`src/rtl/erwm_ram.sv`:
```
// generic single-port-write ram with registered read
module erwm_ram #(
    parameter int WIDTH = 64,
    parameter int DEPTH = 64
) (
    input  logic                     i_clk,
    input  logic                     i_we,
    input  logic [$clog2(DEPTH)-1:0] i_waddr,
    input  logic [WIDTH-1:0]         i_wdata,
    input  logic [$clog2(DEPTH)-1:0] i_raddr,
    output logic [WIDTH-1:0]         o_rdata
);

    logic [WIDTH-1:0] r_mem [DEPTH];
    logic [WIDTH-1:0] r_rdata;

    always_ff @(posedge i_clk) begin
        if (i_we) begin
            r_mem[i_waddr] <= i_wdata;
        end
        r_rdata <= r_mem[i_raddr];
    end

    assign o_rdata = r_rdata;

endmodule

```
`config.mk`:
```
export PLATFORM = sky130hd
export DESIGN_NAME = erwm_ram
export DESIGN_NICKNAME = d
export VERILOG_FILES = /design/src/rtl/erwm_ram.sv
export SDC_FILE = /design/constraint.sdc
export NUM_CORES = 2
export LEC_CHECK = 0
export BUFFER_PORTS_ARGS = -buffer_cell sky130_fd_sc_hd__buf_2
export CAP_MARGIN = 15
export CORE_MARGIN = 3
export CORE_UTILIZATION = 45
export CTS_CLUSTER_DIAMETER = 40
export CTS_CLUSTER_SIZE = 8
export DETAILED_ROUTE_END_ITERATION = 16
export SYNTH_ARGS = -nofsm -noshare
export SYNTH_HDL_FRONTEND = slang
export SYNTH_SLANG_ARGS = --single-unit
export TNS_END_PERCENT = 20
```
`constraint.sdc`:
```
create_clock -name i_clk -period 8.89 [get_ports i_clk]
set_clock_uncertainty 0.2 [all_clocks]
set_input_delay 0.889 -clock i_clk [delete_from_list [all_inputs] [get_ports i_clk]]
set_output_delay 0.889 -clock i_clk [all_outputs]
set_load 0.005 [all_outputs]
```
# [After elaboration in Yosys (flattened, before gate mapping)]
# Memories as Yosys holds them, arrays and structs flattened. A register that Yosys moved wholly into a read port is not among the register bits.
# Cells that the tools add are included.
[classes] n_mux=2
[ops] operator="two-way mux 1 bit" n=2
[totals] register_bits=0 ram_bits=4096 in_bits=78 output_inout_bits=64 word_cells=3 memories=1
[memory_table] name="r_mem" words=64 width=64 read_ports=1 rd_ports_with_merged_regs=1 write_ports=1 line_no="14" rtl="logic [WIDTH-1:0] r_mem [DEPTH];"

# [Longest topological paths before layout]
[depth] ltp_word=2 depth_mapped=9 depth_no_buf=5

# [Worst setup path before layout]
# OpenSTA, ideal clock, no wires.
[synth_timing] path_type="in2reg" start="in i_waddr[3]" end="mem r_mem[48][0] (enable)" setup_ns=0.564 t_arrival_ns=5.761 required_ns=8.126 slack_ns=2.365 path_stages=4 n_path_buf=1 cell_sequence="clkbuf_1 > nor2b_1 > nand4b_1 > nor3_1"
[synth_lines] item="from (decl)" line_no="8" rtl="input logic [$clog2(DEPTH)-1:0] i_waddr,"
[synth_lines] item="to (decl)" line_no="14"
# No word-level cell before the write port.

==> flow_metrics.env <==
export IMPL_syn_instance_count=6598
export IMPL_core_rowCount=215
export IMPL_finalSetupTns_ns=0
export IMPL_clockRootBuffer="clkbuf_16"
export IMPL_ir_drop_mv=0.220
export IMPL_cts_resized_gates=0
export IMPL_htreeDepth=6
export IMPL_syn_to_final_growth_pct=16.1
export IMPL_synth_flop_cell="edfxtp_1"
export IMPL_post_cts_buffers=0
export IMPL_setup_viol=0
export IMPL_cp_end_kind="flip-flop"
export IMPL_synth_commonest_cells="edfxtp_1 (4096), mux4_2 (1024), buf_2 (170)"
export IMPL_start_kind="input pin"
export IMPL_cts_tree="yes"
export IMPL_ioPinCount=142
export IMPL_place_ws_ns=4.04
export IMPL_synth_cell_area_um2=156000
export IMPL_power_density_nw_per_um2=248
export IMPL_wl_um=443000
export IMPL_post_dp_hpwl_um=230000
export IMPL_synth_compound_area_share_pct=2.48
export IMPL_p_leak_uw=0.0570
export IMPL_vias=76700
export IMPL_grt_overflow=0
export IMPL_max_slew_margin_pct=17.2
export IMPL_antenna_found_initial=40
export IMPL_hold_path_class="input pin to flip-flop"
export IMPL_path_class="input pin to flip-flop"
export IMPL_synthArstFlopShare_pct=0
export IMPL_port_buffers=141
export IMPL_period_minus_slack_ns=3.76
export IMPL_max_freq_mhz=266
export IMPL_die_w_um=595
export IMPL_final_hold_viol_count=0
export IMPL_yosysSeqAreaShare_pct=79.5
export IMPL_synth_most_common_cell="edfxtp_1"
export IMPL_grt_pass1_vias=77800
export IMPL_yosys_cell_types_count=33
export IMPL_cts_hold_fix_buffers=0
export IMPL_path_cells="buf_8 -> buf_4 -> buf_12 -> mux4_2 -> inv_1 -> a2bb2oi_1 -> a31oi_1 -> a211oi_1"
export IMPL_grt_pass1_wl_um=618000
export IMPL_cap_violations=0
export IMPL_required_ns=9.52
export IMPL_synth_xor_area_share_pct=0
export IMPL_gp_congestion=0.777
export IMPL_cp_max_fo=106
export IMPL_critPathSlowestCell="buf_4"
export IMPL_clk_pin_slew_worst_paths_ns=0.05
export IMPL_clock_sinks=4160
export IMPL_clk_insertion_delay_late_ns=1.02
export IMPL_dpl_cell_area_um2=163000
export IMPL_cts_max_path_buffers=4
export IMPL_die_area_um2=355000
export IMPL_synth_fp_nets=6676
export IMPL_synthAdderAreaFrac_pct=0
export IMPL_status="finished, final reports clean"
export IMPL_yosysWarnings=0
export IMPL_first_iter_violations=9978
export IMPL_numCtsBuffers=617
export IMPL_cp_num_buf_inv=4
export IMPL_post_route_period_util_pct=42.3
export IMPL_rsz0062_at_grt="false"
export IMPL_worst_slew_pin_slew_ns=1.24
export IMPL_synth_simple_area_share_pct=1.24
export IMPL_nNetsFinal=7275
export IMPL_ys_ff_latch=4160
export IMPL_wl_per_cell_um=36.6
export IMPL_layout_drive_gt1_share_pct=29.1
export IMPL_initial_utilization_pct=45.4
export IMPL_worstPathArrival_ns=4.39
export IMPL_fin_area_um2=182000
export IMPL_total_power_uw=45000
export IMPL_synth_top_area_share_pct=78.7
export IMPL_grtUsageTotal_pct=24.8
export IMPL_dieHeight_um=595
export IMPL_antenna_left=0
export IMPL_drc=0
export IMPL_grt_max_degree=114
export IMPL_yosys_area_top_type="edfxtp_1"
export IMPL_synth_area_mux_share_pct=15.6
export IMPL_first_pass_iters=6
export IMPL_fin_ws_ns=5.13
export IMPL_drv_slew=0
export IMPL_synth_area_leaders="edfxtp_1 (79%), mux4_2 (15%), mux2i_1 (0.86%), dfxtp_1 (0.82%), a22oi_1 (0.81%)"
export IMPL_finish_utilization_pct=52.7
export IMPL_syn_area_per_cell_um2=23.7
export IMPL_synth_top_family_by_area="multiplexers"
export IMPL_critPathMaxStageDelay_ns=0.79
export IMPL_core_area_um2=344000
export IMPL_cp_top_family="buffers and inverters"
export IMPL_viasPerCell=6.34
export IMPL_synth_edf_count=4096
-- state kept, by name, indices dropped and copies added (netlist names) --
signal   flops
r_mem     4096
o_rdata     64
-- cells by family (layout without fill, tap and decap cells) --
kind of cell | after synthesis | after routing
other cells | 0 | 7
mux | 1159 | 1159
simple gates | 386 | 386
buf+inv | 389 | 1326
flops | 4160 | 4160
compound gates | 504 | 504
-- cells in the final DEF (no fill, tap or decap), types with 22 or more instances in the layout --
master and n:
edfxtp_1 4096, mux4_2 1024, clkbuf_16 626, clkbuf_1 223, a22oi_1 168, buf_4 167, buf_2 138, mux2i_1 135
a22o_1 88, o22ai_1 83, nor2_4 65, and3_1 64, dfxtp_1 64, a211oi_1 62, nand2_1 55, nor2_1 47
nand3_1 45, buf_12 42, o221ai_1 38, or3_1 29, or2_2 28, a41oi_1 26, nor2b_1 24, clkinv_1 22
-- report_power, final --
part,total [uW],switching [uW],leakage (uW),internal [uW]
clock,21300,8270,0.00858,13100
sequential,21900,95.4,0.0374,21800
combinational,1840,1160,0.0110,674
total,45000,9520,0.0570,35500
-- metrics by stage --
step	hold slack, ns	std cells
6_report	0.0402	12100
4_1_cts	0.252	12100
3_5_place_dp	0.622	11100
5_1_grt	0.00755	12100
3_3_place_gp	0.624	11100
2_1_floorplan	0.588	6598
-- area by class of cell --
| type | instances | area (um^2) |
|---|---|---|
| repair buffers | 350 | 2830 |
| well taps | 4557 | 5700 |
| inverters | 19 | 71.3 |
| flip-flops and latches | 4160 | 124000 |
| multi-input cells | 2049 | 30800 |
| clock buffers | 855 | 16600 |
| clock inverters | 102 | 1250 |
| fillers | 26000 | 163000 |
| diodes | 7 | 17.5 |
-- final timing paths --
check / start / end / slack [ns] / cells past startpoint
setup / recovery: i_raddr[2] / o_rdata[55]$_DFF_P_ / 5.13 / 8
hold / removal: i_wdata[10] / r_mem[50][10]$_DFFE_PP_ / 0.04 / 1
setup reg to reg: r_mem[38][13]$_DFFE_PP_ / o_rdata[13]$_DFF_P_ / 6.38 / 4
hold reg to reg: r_mem[52][32]$_DFFE_PP_ / o_rdata[32]$_DFF_P_ / 0.63 / 4
-- per-layer routing --
layer	track usage (%)	part of all wire, %
met1	34.7	40
met2	40.0	49
met3	4.41	8.2
met4	7.57	3.2
met5	0	0.059
No activity file was read; power rests on OpenSTA's default activity.
