`config.mk`:
```
export PLATFORM = sky130hd
export DESIGN_NAME = erwm_div
export DESIGN_NICKNAME = d
export VERILOG_FILES = /design/src/rtl/erwm_pkg.sv /design/src/rtl/erwm_div.sv
export SDC_FILE = /design/constraint.sdc
export NUM_CORES = 1
export LEC_CHECK = 0
export ABC_AREA = 1
export BUFFER_PORTS_ARGS = -buffer_cell sky130_fd_sc_hd__buf_2
export CAP_MARGIN = 15
export CORE_UTILIZATION = 44
export CTS_CLUSTER_DIAMETER = 80
export CTS_CLUSTER_SIZE = 16
export DETAILED_ROUTE_END_ITERATION = 12
export GPL_TIMING_DRIVEN = 0
export PLACE_DENSITY_LB_ADDON = 0.2
export SYNTH_ARGS = -nofsm -noshare
export SYNTH_HDL_FRONTEND = slang
export SYNTH_SLANG_ARGS = --single-unit
```
`constraint.sdc`:
```
create_clock -name i_clk -period 2.8 [get_ports i_clk]
set_clock_uncertainty 0.15 [all_clocks]
set_input_delay 0.28 -clock i_clk [delete_from_list [all_inputs] [get_ports i_clk]]
set_output_delay 0.28 -clock i_clk [all_outputs]
set_load 0.1 [all_outputs]
```
`src/rtl/erwm_pkg.sv`:
```
// shared constants, types and helpers of the event rate window meter
package erwm_pkg;

    localparam int WINDOW_DEPTH = 64;
    localparam int ADDR_W       = $clog2(WINDOW_DEPTH);
    localparam int CNT_W        = $clog2(WINDOW_DEPTH + 1);
    localparam int SUM_W        = CNT_W + 1;

    localparam int CMD_W    = 2;
    localparam int STAMP_W  = 64;
    localparam int RATE_W   = 48;
    localparam int PERIOD_W = 32;
    localparam int STATUS_W = 2;
    localparam int WIN_W    = 7;
    localparam int FREQ_W   = 32;
    localparam int FRAC_W   = 16;
    localparam int DIV_W    = 64;
    localparam int CMP_W    = (CNT_W > WIN_W) ? CNT_W : WIN_W;

    localparam int US_PER_S     = 1000000;
    localparam int US_W         = 20;
    localparam int QM_W         = PERIOD_W + 1;
    localparam int RM_W         = FREQ_W + US_W;
    localparam int PERIOD_Q_MAX = 4294;
    localparam int Q_W          = 13;

    localparam logic [WIN_W-1:0]  WINDOW_RESET = WIN_W'(64);
    localparam logic [FREQ_W-1:0] FREQ_RESET   = FREQ_W'(10000000);
    localparam logic [RATE_W-1:0]   RATE_MAX   = '1;
    localparam logic [PERIOD_W-1:0] PERIOD_MAX = '1;

    localparam logic [CMD_W-1:0] CMD_ADD   = 2'd0;
    localparam logic [CMD_W-1:0] CMD_DROP  = 2'd1;
    localparam logic [CMD_W-1:0] CMD_QUERY = 2'd2;

    localparam logic [STATUS_W-1:0] ST_OK   = 2'd0;
    localparam logic [STATUS_W-1:0] ST_FEW  = 2'd1;
    localparam logic [STATUS_W-1:0] ST_ZERO = 2'd2;
    localparam logic [STATUS_W-1:0] ST_BACK = 2'd3;

    localparam logic CFG_WINDOW = 1'b0;
    localparam logic CFG_FREQ   = 1'b1;

    typedef struct packed {
        logic             done;
        logic [DIV_W-1:0] quot;
        logic [DIV_W-1:0] rem;
    } t_div_res;

    // ring position base + off, wrapped at the window depth
    function automatic logic [ADDR_W-1:0] ring_add(input logic [ADDR_W-1:0] base,
                                                    input logic [CNT_W-1:0] off);
        logic [SUM_W-1:0] s;
        s = SUM_W'(base) + SUM_W'(off);
        if (s >= SUM_W'(WINDOW_DEPTH)) begin
            s = s - SUM_W'(WINDOW_DEPTH);
        end
        return s[ADDR_W-1:0];
    endfunction

endpackage

```
`src/rtl/erwm_div.sv`:
```
// serial restoring divider, one quotient bit per cycle
module erwm_div import erwm_pkg::*; (
    input  logic             i_clk,
    input  logic             i_rst_n,
    input  logic             i_start,
    input  logic [DIV_W-1:0] i_dividend,
    input  logic [DIV_W-1:0] i_divisor,
    output t_div_res         o_res
);

    localparam int STEP_W = $clog2(DIV_W);

    logic              r_busy, n_busy;
    logic              r_done, n_done;
    logic [STEP_W-1:0] r_cnt, n_cnt;
    logic [DIV_W-1:0]  r_quot, n_quot;
    logic [DIV_W-1:0]  r_rem, n_rem;
    logic [DIV_W-1:0]  r_div, n_div;
    logic [DIV_W:0]    partial;
    logic [DIV_W:0]    diff;

    always_comb begin
        n_busy  = r_busy;
        n_done  = 1'b0;
        n_cnt   = r_cnt;
        n_quot  = r_quot;
        n_rem   = r_rem;
        n_div   = r_div;
        partial = {r_rem, r_quot[DIV_W-1]};
        diff    = partial - {1'b0, r_div};
        if (i_start) begin
            n_busy = 1'b1;
            n_cnt  = '0;
            n_quot = i_dividend;
            n_rem  = '0;
            n_div  = i_divisor;
        end else if (r_busy) begin
            n_rem  = diff[DIV_W] ? partial[DIV_W-1:0] : diff[DIV_W-1:0];
            n_quot = {r_quot[DIV_W-2:0], ~diff[DIV_W]};
            n_cnt  = r_cnt + STEP_W'(1);
            if (r_cnt == STEP_W'(DIV_W - 1)) begin
                n_busy = 1'b0;
                n_done = 1'b1;
            end
        end
    end

    always_ff @(posedge i_clk) begin
        if (!i_rst_n) begin
            r_busy <= 1'b0;
            r_done <= 1'b0;
            r_cnt  <= '0;
        end else begin
            r_busy <= n_busy;
            r_done <= n_done;
            r_cnt  <= n_cnt;
        end
        r_quot <= n_quot;
        r_rem  <= n_rem;
        r_div  <= n_div;
    end

    assign o_res.done = r_done;
    assign o_res.quot = r_quot;
    assign o_res.rem  = r_rem;

endmodule

```
## Word level (Yosys, flattened, before mapping)

Index checks and enable logic that the tools add are counted.

- Register bits after elaboration: 200
- Bits in latches: 0
- Bits in writable memories: 0
- ROM bits: 0
- Input bits: 131
- Output and inout port bits: 129
- Memories: 0

- Add/sub/neg operators: 2
- Multiply operators: 0
- Divide/modulo/power cells: 0
- Magnitude comparators: 0
- Equality and inequality tests: 1
- Shift operators: 0
- Muxes and demuxes: 7
- Bitwise logic cells: 3
- Reduce and logical (&&, ||, !) cells: 3

Operator list:

| operator | count |
|---|---|
| 64-bit two-way mux | 3 |
| 65-bit by 64-bit subtractor with 65-bit output | 1 |
| 6-bit by 1-bit adder with 6-bit output, second input constant | 1 |
| 6-bit equality test, second input constant | 1 |
| 1-bit two-way mux | 4 |
| 1-bit NOT | 3 |
| 3-bit OR reduction | 1 |
| 2-bit nonzero test | 1 |
| 2-bit OR reduction | 1 |

## Logic depth before layout (Yosys ltp)

- Word-level depth: 4
- Gate-level depth with buffers: 21

## Worst setup path before layout

Ideal clock, no wire load.

- Path kind: reg-to-reg
- Start: reg r_quot[63]
- End: reg r_quot[0] (data pin)
- Setup time: 0.266 ns
- Arrival: 2.957 ns
- Data required time: 2.384 ns
- Slack: -0.572 ns
- Stages on the path, launching flop included: 20
- Path buffers: 2
- Path through: edfxtp_1 > inv_1 > ha_1 > fa_1 > inv_1 > nand2_1 > nand2_1 > nand3_1 > nand2_2 > nand2_1 > nand2_2 > nand2_1 > nand2_2 > nand2_2 > nand2_2 > nand2_1 > nand2_2 > buf_6 > buf_6 > o21ai_1

- Word-level cells in the longest chain between the ends: 4

Ends and longest elaborated chain:

| what | RTL line | RTL |
|---|---|---|
| from (decl) | erwm_div.sv:16 | `logic [DIV_W-1:0] r_quot, n_quot;` |
| from (signal assigned) | erwm_div.sv:58 | `r_quot <= n_quot;` |
| 65-bit by 64-bit subtractor with 65-bit output | erwm_div.sv:30 | `diff = partial - {1'b0, r_div};` |
| 1-bit NOT | erwm_div.sv:39 | `n_quot = {r_quot[DIV_W-2:0], ~diff[DIV_W]};` |
| 64-bit two-way mux | erwm_div.sv:37 | `end else if (r_busy) begin` |
| 64-bit two-way mux | erwm_div.sv:31 | `if (i_start) begin` |
| named net n_quot[0] | erwm_div.sv:16 |  |

The timed path passes the listed nets, and every way through them passes these cells. The select of a mux whose other input is x is not followed.
A chain may end at the register's enable or synchronous reset.

## Final worst setup path

- Start: reg r_div[36]
- End: reg r_rem[32]

- Word-level cells in the longest chain between the ends: 2

Ends and longest elaborated chain:

| what | RTL line | RTL |
|---|---|---|
| from (decl) | erwm_div.sv:18 | `logic [DIV_W-1:0] r_div, n_div;` |
| from (signal assigned) | erwm_div.sv:60 | `r_div <= n_div;` |
| 65-bit by 64-bit subtractor with 65-bit output | erwm_div.sv:30 |  |
| 64-bit two-way mux | erwm_div.sv:38 | `n_rem = diff[DIV_W] ? partial[DIV_W-1:0] : diff[DIV_W-1:0];` |
| to (signal assigned) | erwm_div.sv:59 | `r_rem <= n_rem;` |
| to (decl) | erwm_div.sv:17 | `logic [DIV_W-1:0] r_rem, n_rem;` |

No other way between the ends.

==> flow_summary.json <==
{
  "status": "complete, but fails checks",
  "violations": "setup timing",
  "worstPathArrival_ns": 3.07,
  "pre_cts_ws_ns": -0.621,
  "syn_to_final_growth_pct": 36.4,
  "hold_path.class": "input pin to register",
  "clockRootBuffer": "clkbuf_16",
  "dieArea_sq_um": 33400,
  "powerDensity_nw_per_um2": 404,
  "mostFrequentLayoutCells": "nand2_1, inv_1, buf_2",
  "core_sq_um": 31900,
  "grt_max_degree": 66,
  "place.gp.congestion": 0.975,
  "drive_gt1_share_pct": 19.6,
  "fin_nets": 2920,
  "fill_cells": 3065,
  "cts_buffers": 17,
  "syn_inst": 2287,
  "drt-total-wl_um": 49200,
  "first_iter_violations": 1078,
  "antenna_left": 0,
  "clockBufferDepth": 2,
  "dp_hpwl_um": 37300,
  "antenna_found_initial": 0,
  "dp.cells": 2982,
  "rsz0062_at_grt": "yes",
  "cp-end-kind": "register",
  "syn_area_sq_um": 14400,
  "synth.distinct_cells": 36,
  "fin_total_pwr_mw": 7.93,
  "insertion_delay_ns": 0.48,
  "ys_seq_elements": 200,
  "slew_headroom_pct": 36.6,
  "tightest_slew_ns": 0.950,
  "track_usage_pct": 29.1,
  "worstPathCellList": "inv_1 > ha_2 > nand2_1 > nor2_4 > nand2_2 > nor4_4 > nand2_8 > nand2_8 > nand2_4 > nand2_8 > buf_16 > clkbuf_16 > nand2_2 > nand3_2 > nand2_1",
  "synth_nets": 2484,
  "h-tree-depth": 4,
  "cap_viol_max_count": 0,
  "final_core_util_pct": 61.6,
  "max_freq_mhz": 349,
  "final_area_sq_um": 19600,
  "cts_tree": "yes",
  "critical-path-slowest-cell": "ha_2",
  "num_io_pins": 260,
  "crit_top_cell": "nand2_8",
  "startpoint_type": "register",
  "crit_type": "register to register",
  "num_rows": 65,
  "min_period_ns": 2.86,
  "critical-path-top-delay-family": "simple AND/OR/NAND/NOR gates",
  "detail_route.first_pass.iterations": 6,
  "io_buffers": 259,
  "crit_required_ns": 3.01,
  "place_area_sq_um": 16400,
  "setup_tns_ns": -0.522,
  "grt-ovfl-total": 0,
  "grt_pass1_vias": 14100,
  "wl_per_cell_um": 15.5,
  "path_buf_inv": 3,
  "avgViaCountPerCell": 4.69,
  "slowest_delay_ns": 0.40,
  "dieHeight_um": 183,
  "grt_util_met2_pct": 48.5,
  "avgSynthCellArea_sq_um": 6.29,
  "crit_path_max_fanout": 8,
  "drc": 0,
  "start_util_pct": 45.1,
  "p_leak_nw": 10.8,
  "gr-usage-met3_pct": 5.62,
  "stdcell_count": 3171,
  "setup_slack_ns": -0.0623,
  "top_usage_layer": "met2",
  "insertedDiodeCount": 0,
  "hold_violations": 0,
  "final_common_cell": "nand2_1",
  "vdd_drop_max_v": 0.000579,
  "setup_viol": 30,
  "vias": 14900,
  "clkSinkCount": 200,
  "grtUsageMet1_pct": 37.1,
  "fin_hold_ws_ns": 0.174,
  "slew_violations": 0,
  "fin_crit_sh_pct": 102,
  "grt_first_pass_wirelength_um": 74300,
  "cts.clk_slew.worst_paths_ns": 0.07,
  "die_x_um": 183,
  "ys_warn_count": 0,
  "seq_area_frac_synth_pct": 36.7
}
metal layers:
metal | up-vias | share of wire, % | routed length (um)
met2 | 474 | 46 | 22800
li1 | 7702 | - | -
met3 | 74 | 5.9 | 2900
met5 | - | 0 | 0
met1 | 6637 | 44 | 21800
met4 | 0 | 3.4 | 1670
power breakdown:
group          internal (mW)  total (mW)  switching, mW
sequential              3.34        3.43         0.0888
combinational          0.490        1.83           1.34
clock                   1.32        2.66           1.34
total                   5.15        7.93           2.78
what timing repair did:
action | in CTS | in global routing
hold endpoints to repair | 130 | 0
hold buffers | 129 | 0
buffers inserted | 11 | 11
resized for setup | 42 | 193
pin swaps | 10 | 50
gates cloned | 2 | 4
setup endpoints to repair | 109 | 109
path summary, 6_finish.rpt:
path / slack (ns) / end / depth (start not counted) / startpoint
hold / removal: 0.17 / r_div[37]$_DFFE_PP_ / 1 / i_start
setup reg to reg: -0.06 / r_rem[32]$_SDFFE_PP0P_ / 15 / r_div[36]$_DFFE_PP_
hold reg to reg: 0.34 / r_rem[15]$_SDFFE_PP0P_ / 2 / r_rem[15]$_SDFFE_PP0P_
setup / recovery: -0.06 / r_rem[32]$_SDFFE_PP0P_ / 15 / r_div[36]$_DFFE_PP_
cells in the mapped netlist, drive strengths merged:
cell | instances | area [sq um]
a21oi | 53 | 273
a31oi | 2 | 12.5
and3 | 3 | 18.8
buf | 19 | 151
clkbuf | 23 | 86.3
dfxtp | 72 | 1440
edfxtp | 128 | 3840
fa | 1 | 20.0
ha | 65 | 813
inv | 500 | 1880
nand2 | 1097 | 4170
nand3 | 127 | 641
nand3b | 8 | 60.1
nand4 | 9 | 56.3
nor2 | 114 | 455
nor3 | 12 | 60.1
nor3b | 1 | 7.51
nor4 | 4 | 31.3
o211ai | 1 | 7.51
o21ai | 14 | 70.1
o21bai | 3 | 22.5
xnor2 | 26 | 228
xor2 | 5 | 43.8
registers in the layout, summed over array words and instances, names as in the netlist:
name,flops
r_div,64
r_done,1
r_rem,64
r_busy,1
r_cnt,6
r_quot,64
cells by family (layout without fill, tap and decap cells):
logic type,Yosys count,in the layout,synth area share [%]
AO/OA/AOI/OAI,73,73,2.68
XOR/XNOR,31,31,1.89
adder cells (fa/ha/maj),66,66,5.79
buffers and inverters,542,991,14.7
flip-flops,200,200,36.7
AND/OR/NAND/NOR,1375,1375,38.2
layout make-up:
class / instances / area [sq um] / area share (%)
Multi-Input combinational cell: 1545 / 7980 / 40.7
Inverter: 500 / 1880 / 9.57
Buffer: 42 / 330 / 1.68
Clock buffer: 17 / 425 / 2.17
Clock inverter: 15 / 211 / 1.08
Tap cell: 435 / 544 / 2.77
Timing Repair Buffer: 417 / 2980 / 15.2
Sequential cell: 200 / 5290 / 26.9
(Power assumes the default switching activity.)
